===== src/design/dlin_mul.sv =====
// Pipelined signed multiplier built from 32x32 limb products.
module dlin_mul #(
    parameter int AW = 32,
    parameter int BW = 32
) (
    input  logic                     i_clk,
    input  logic signed [AW-1:0]     i_a,
    input  logic signed [BW-1:0]     i_b,
    output logic signed [AW+BW-1:0]  o_p
);

    localparam int NA = (AW + 31) / 32;
    localparam int NB = (BW + 31) / 32;
    localparam int PA = NA * 32;
    localparam int PB = NB * 32;
    localparam int PW = PA + PB;

    logic [AW-1:0]    n_abs_a;
    logic [BW-1:0]    n_abs_b;
    logic [PA-1:0]    r_ma;
    logic [PB-1:0]    r_mb;
    logic             r_neg1;
    logic [63:0]      r_pp [NA][NB];
    logic             r_neg2;
    logic [PW-1:0]    n_row [NA];
    logic [PW-1:0]    r_row [NA];
    logic             r_neg3;
    logic [PW-1:0]    n_sum;
    logic [PW-1:0]    n_p;
    logic [AW+BW-1:0] r_p;

    // Take magnitudes and the product sign
    always_comb begin
        n_abs_a = i_a[AW-1] ? (~i_a + 1'b1) : i_a;
        n_abs_b = i_b[BW-1] ? (~i_b + 1'b1) : i_b;
    end

    always_ff @(posedge i_clk) begin
        r_ma   <= PA'(n_abs_a);
        r_mb   <= PB'(n_abs_b);
        r_neg1 <= i_a[AW-1] ^ i_b[BW-1];
    end

    // Form every limb product
    always_ff @(posedge i_clk) begin
        for (int i = 0; i < NA; i++) begin
            for (int j = 0; j < NB; j++) begin
                r_pp[i][j] <= 64'(r_ma[i*32 +: 32]) * 64'(r_mb[j*32 +: 32]);
            end
        end
        r_neg2 <= r_neg1;
    end

    // Sum each row of partial products
    always_comb begin
        for (int i = 0; i < NA; i++) begin
            n_row[i] = '0;
            for (int j = 0; j < NB; j++) begin
                n_row[i] = n_row[i] + (PW'(r_pp[i][j]) << (32 * j));
            end
        end
    end

    always_ff @(posedge i_clk) begin
        r_row  <= n_row;
        r_neg3 <= r_neg2;
    end

    // Sum the rows and restore the sign
    always_comb begin
        n_sum = '0;
        for (int i = 0; i < NA; i++) begin
            n_sum = n_sum + (r_row[i] << (32 * i));
        end
        n_p = r_neg3 ? (~n_sum + 1'b1) : n_sum;
    end

    always_ff @(posedge i_clk) begin
        r_p <= n_p[AW+BW-1:0];
    end

    assign o_p = $signed(r_p);

endmodule


===== config.mk =====
export PLATFORM = sky130hd
export DESIGN_NAME = dlin_mul
export DESIGN_NICKNAME = d
export VERILOG_FILES = /design/src/design/dlin_mul.sv
export SDC_FILE = /design/constraint.sdc
export NUM_CORES = 2
export LEC_CHECK = 0
export ABC_AREA = 1
export BUFFER_PORTS_ARGS = -buffer_cell sky130_fd_sc_hd__buf_2
export CORE_MARGIN = 1.5
export CORE_UTILIZATION = 27
export DETAILED_ROUTE_END_ITERATION = 8
export GPL_TIMING_DRIVEN = 0
export HOLD_SLACK_MARGIN = 0.08
export PLACE_DENSITY_LB_ADDON = 0.25
export SETUP_SLACK_MARGIN = 0.02
export SLEW_MARGIN = 40
export SYNTH_ARGS = -nofsm -noshare
export SYNTH_HDL_FRONTEND = slang
export SYNTH_SLANG_ARGS = --single-unit
export TNS_END_PERCENT = 30

===== constraint.sdc =====
create_clock -name i_clk -period 16.81 [get_ports i_clk]
set_input_delay 0.8405 -clock i_clk [delete_from_list [all_inputs] [get_ports i_clk]]
set_output_delay 0.8405 -clock i_clk [all_outputs]
set_load 0.01 [all_outputs]

Word-level counts from Yosys, hierarchy flattened
Memories as Yosys holds them, arrays and structs flattened. A register that Yosys moved wholly into a read port is not among the register bits.
Index checks and enable logic that the tools add are counted.
{"block": "totals", "register_bits": 131, "latch_bits": 0, "ram_bits": 64, "rom_bits": 0, "inputBits": 65, "output_inout_bits": 64, "wordCells": 20, "mem_count": 1}
{"memory": "r_pp", "words": 1, "word_bits": 64, "read_ports": 1, "rd_clocked_by_memory_dff": 1, "write_ports": 1, "line_no": "23", "text": "logic [63:0] r_pp [NA][NB];"}
{"block": "op_classes", "add_sub_neg": 3, "multipliers": 1, "n_div": 0, "magnitude_cmp": 0, "eq_ne": 0, "shifts": 0, "muxes": 3, "bitwise": 4, "n_reduce_logical": 0}
{"cell": "$add 32x1->32 const B", "count": 2}
{"cell": "$add 64x1->64 const B", "count": 1}
{"cell": "$mul 32x32->64", "count": 1}
{"cell": "$mux 64", "count": 1}
{"cell": "$not 32->32", "count": 2}
{"cell": "$not 64->64", "count": 1}
{"cell": "$mux 31", "count": 2}
{"cell": "$xor 1x1->1", "count": 1}

Depth between registers and ports, before layout
{"block": "logic_depth", "depth_word": 3, "depth_mapped": 30, "ltp_nobuf": 29}

Least setup slack after synthesis
OpenSTA, ideal clock, no wires.
{"block": "synth_timing", "kind": "register -> register", "start": "register r_ma[31]", "end": "memory r_pp[0][62] (netlist bit)", "setup_ps": 112, "t_arrival_ps": 6002, "required_time_ps": 16698, "slack_ps": 10696, "path_stages_with_launch": 27, "n_path_buf": 1, "period_less_slack_ps": 6114, "path_cell_list": "dfxtp_1 > clkbuf_1 > nand2_1 > fa_1 > inv_1 > fa_1 > fa_1 > inv_1 > fa_1 > inv_1 > fa_1 > fa_1 > fa_1 > inv_1 > fa_1 > inv_1 > ha_1 > nand2_1 > inv_1 > a21oi_1 > nand2_1 > nand2_1 > nand2_1 > a21oi_1 > nand2_1 > nand2_1 > nand2_1"}
{"block": "synth_between", "elab_chain_len": 1}
{"element": "start: declaration", "line_no": "20", "text": "logic [PA-1:0] r_ma;"}
{"element": "start signal: assignment", "line_no": "39", "text": "r_ma <= PA'(n_abs_a);"}
{"element": "$mul 32x32->64", "line_no": "48", "text": "r_pp[i][j] <= 64'(r_ma[i*32 +: 32]) * 64'(r_mb[j*32 +: 32]);"}
{"element": "end: declaration", "line_no": "23"}
Every way passes these cells.

Final worst setup path
{"block": "layout_timing", "start": "register r_mb[5]", "end": "memory r_pp[0][61] (netlist bit)"}
{"block": "layout_between", "elab_chain_len": 1}
{"element": "start: declaration", "line_no": "21", "text": "logic [PB-1:0] r_mb;"}
{"element": "start signal: assignment", "line_no": "40", "text": "r_mb <= PB'(n_abs_b);"}
{"element": "$mul 32x32->64", "line_no": "48"}
Every way passes these cells.

==> metrics.yaml <==
m1WireLength_mm: 80.8
initial_core_util_pct: 27.2
setup_tns_ns: 0
vias: 37800
drc_errors: 0
postSynthAreaPerCell_um2: 7.49
status: "complete, no violations"
worstSetupStartpointType: "register"
wl_met3_mm: 18.0
synth_flop_cell: "dfxtp_1"
drt_iter0_drc: 3349
yosysTopAreaCell: "fa_1"
r2r_end: "r_pp[0][61]"
synth-async-reset-ratio_pct: 0
crit_path_cell_trace: "clkbuf_1 > nand2_1 > inv_1 > fa_1 > fa_1 > fa_1 > inv_1 > fa_1 > inv_1 > fa_1 > fa_1 > fa_1 > fa_1 > ha_1 > nand2_1 > nor2_1 > nand2_1 > inv_1 > a21oi_1 > nand2_1 > nand2_1 > nand3_1 > nand2_1"
place_hpwl_mm: 155
cts.path.max_buffers: 3
clock_sinks: 259
critPathTopFamily: "adder cells"
grt_setup_unrepaired: "no"
cpPeakStageDelay_ns: 0.70
clock_latency_ns: 0.60
viasPerCell: 4.48
max_freq_mhz: 126
synth.top_cells.by_count: "inv_1, nand2_1, fa_1"
cts_max_level: 1
regToRegSetupSlack_ns: 8.85
arrival_ns: 8.40
worst_slew_pin_slew_ns: 0.948
die-width_um: 413
relSlewSlack_pct: 36.8
rows: 150
grt_pass1_wl_mm: 267
end_kind: "register"
holdPathEnd: "r_row[19]"
cts_hold_buf: 0
syn-cell-area_mm2: 0.0454
syn_inst: 6060
drv_slew: 0
holdPathStages: 0
cts.reportedPaths.clkPinSlew_ns: 0.06
critPathBufInv: 5
antenna_left: 0
avgRoutedWirePerCell_um: 22.0
grt_antenna_before_repair: 6
finalHoldViolCount: 0
core_area_mm2: 0.167
drive_above_1_share_pct: 6.25
yosysWarnings: 0
syn_nets: 7287
drv_cap: 0
cts.repair.resized: 0
setup_slack_ns: 8.85
clockRootBuffer: "clkbuf_16"
grt-ovfl-total: 0
dpl.cell_count: 8393
cts_tree: "done"
grt_max_degree: 16
yosysSeqAreaShare_pct: 11.4
grt_pass1_vias: 38900
dp_slack_ns: 9.05
top_layer: "met5"
setup_viol: 0
ff2ff_path_depth: 23
finClkSkew_ns: 0.0281
numCtsBuffers: 26
wl_mm: 185
crit_top_cell: "fa_1"
crit_path_top_delay_cell: "dfxtp_1"
cp_num_cells: 23
track_usage_pct: 21.8
synth-edff-count: 0
port_buffers: 126
r2r-start: "r_mb[5]"
hold_class: "register to register"
met2_wirelength_mm: 79.1
ys_seq_elements: 259
crit_type: "register to register"
finish.utilization_pct: 29.9
globalplace.congestion: 1.02
syn_to_final_growth_pct: 10.1
yosysMostFrequentCell: "inv_1"
period_share_pct: 47.4
dr.pass1.iters: 7
yosysUniqueCellTypes: 45
dieHeight_um: 413
postCtsSetupBuffers: 0
crit_required_ns: 17.26
period_minus_slack_ns: 7.96
ios: 129
yosys-top-cells-area: "fa_1, inv_1, nand2_1"
instances_no_fill: 8441
hp-start: "r_pp[0][19]"
fin_nets: 7444
dieArea_mm2: 0.171
critPathMaxFanout: 10
synth_largest_type_area_fraction_pct: 39.5
worst reg2reg max path, cell delays in order (launching register included):
cell	delay [ns]
dfxtp_1	0.70
clkbuf_1	0.66
nand2_1	0.34
inv_1	0.17
fa_1	0.42
fa_1	0.51
fa_1	0.65
inv_1	0.10
fa_1	0.49
inv_1	0.05
fa_1	0.48
fa_1	0.47
fa_1	0.60
fa_1	0.48
ha_1	0.43
nand2_1	0.13
nor2_1	0.30
nand2_1	0.12
inv_1	0.13
a21oi_1	0.08
nand2_1	0.20
nand2_1	0.12
nand3_1	0.09
nand2_1	0.11
area by class of cell:
class                   instances  area [um^2]
diodes                          1         2.50
plain buffers                 208          958
clock buffers                  33          747
clock inverters                14          236
fillers                     18400       117000
inverters                    1872         7030
multi-input cells            3721        32400
flip-flops and latches        259         5180
well taps                    2204         2760
repair buffers                129          664
placed cells by master (no fill, tap or decap), types with 8 or more instances in the layout:
cell type	count
clkbuf_16	26
nand4_1	45
fa_1	896
o21bai_1	11
nor3_1	22
nor2_1	238
nand3b_1	8
inv_1	1865
buf_2	130
nand2_1	1820
nor2_2	22
nand2_2	9
a21oi_1	48
nand3_1	111
o21ai_0	32
xor2_1	104
xnor2_1	25
nand3_2	11
dfxtp_1	259
ha_1	266
clkbuf_1	68
clkbuf_2	132
through the flow:
step / cell area (um^2) / hold slack [ns]
after floorplan: 45400 / 0.310
after CTS: 50000 / 0.326
after global routing: 50000 / 0.330
after global placement: 48800 / 0.312
final: 50000 / 0.326
after detailed placement: 49000 / 0.312
registers in the layout, indices dropped and copies added (netlist names):
name,flops
r_neg1,1
r_pp,64
r_neg3,1
r_ma,32
o_p,64
r_row,64
r_neg2,1
r_mb,32
metal layers:
layer | global-route usage [%] | vias up
met3 | 4.72 | 272
met2 | 33.7 | 1704
li1 | - | 17200
met5 | 0 | -
met4 | 7.00 | 4
met1 | 30.1 | 18700
how the worst max path moves through the flow:
stage                     slack (ns)          end     start
after global routing            8.69  r_pp[0][61]   r_mb[5]
after CTS                       9.05  r_pp[0][61]   r_mb[5]
after detailed placement        9.05  r_pp[0][61]   r_mb[5]
after floorplan                10.70  r_pp[0][62]  r_ma[31]
after global placement          8.62  r_pp[0][61]   r_mb[7]
final                           8.85  r_pp[0][61]   r_mb[5]
logic make-up after synthesis:
kind of cell	Yosys count	synth area share [%]
AO/OA/AOI/OAI	115	1.46
flip-flops	259	11.4
XOR/XNOR	130	2.51
adder cells (fa/ha/maj)	1162	46.8
buffers and inverters	2080	17.2
AND/OR/NAND/NOR	2314	20.5
Power is not shown: default switching activity piles up to over one toggle a cycle in this logic, so the estimate is an artifact.
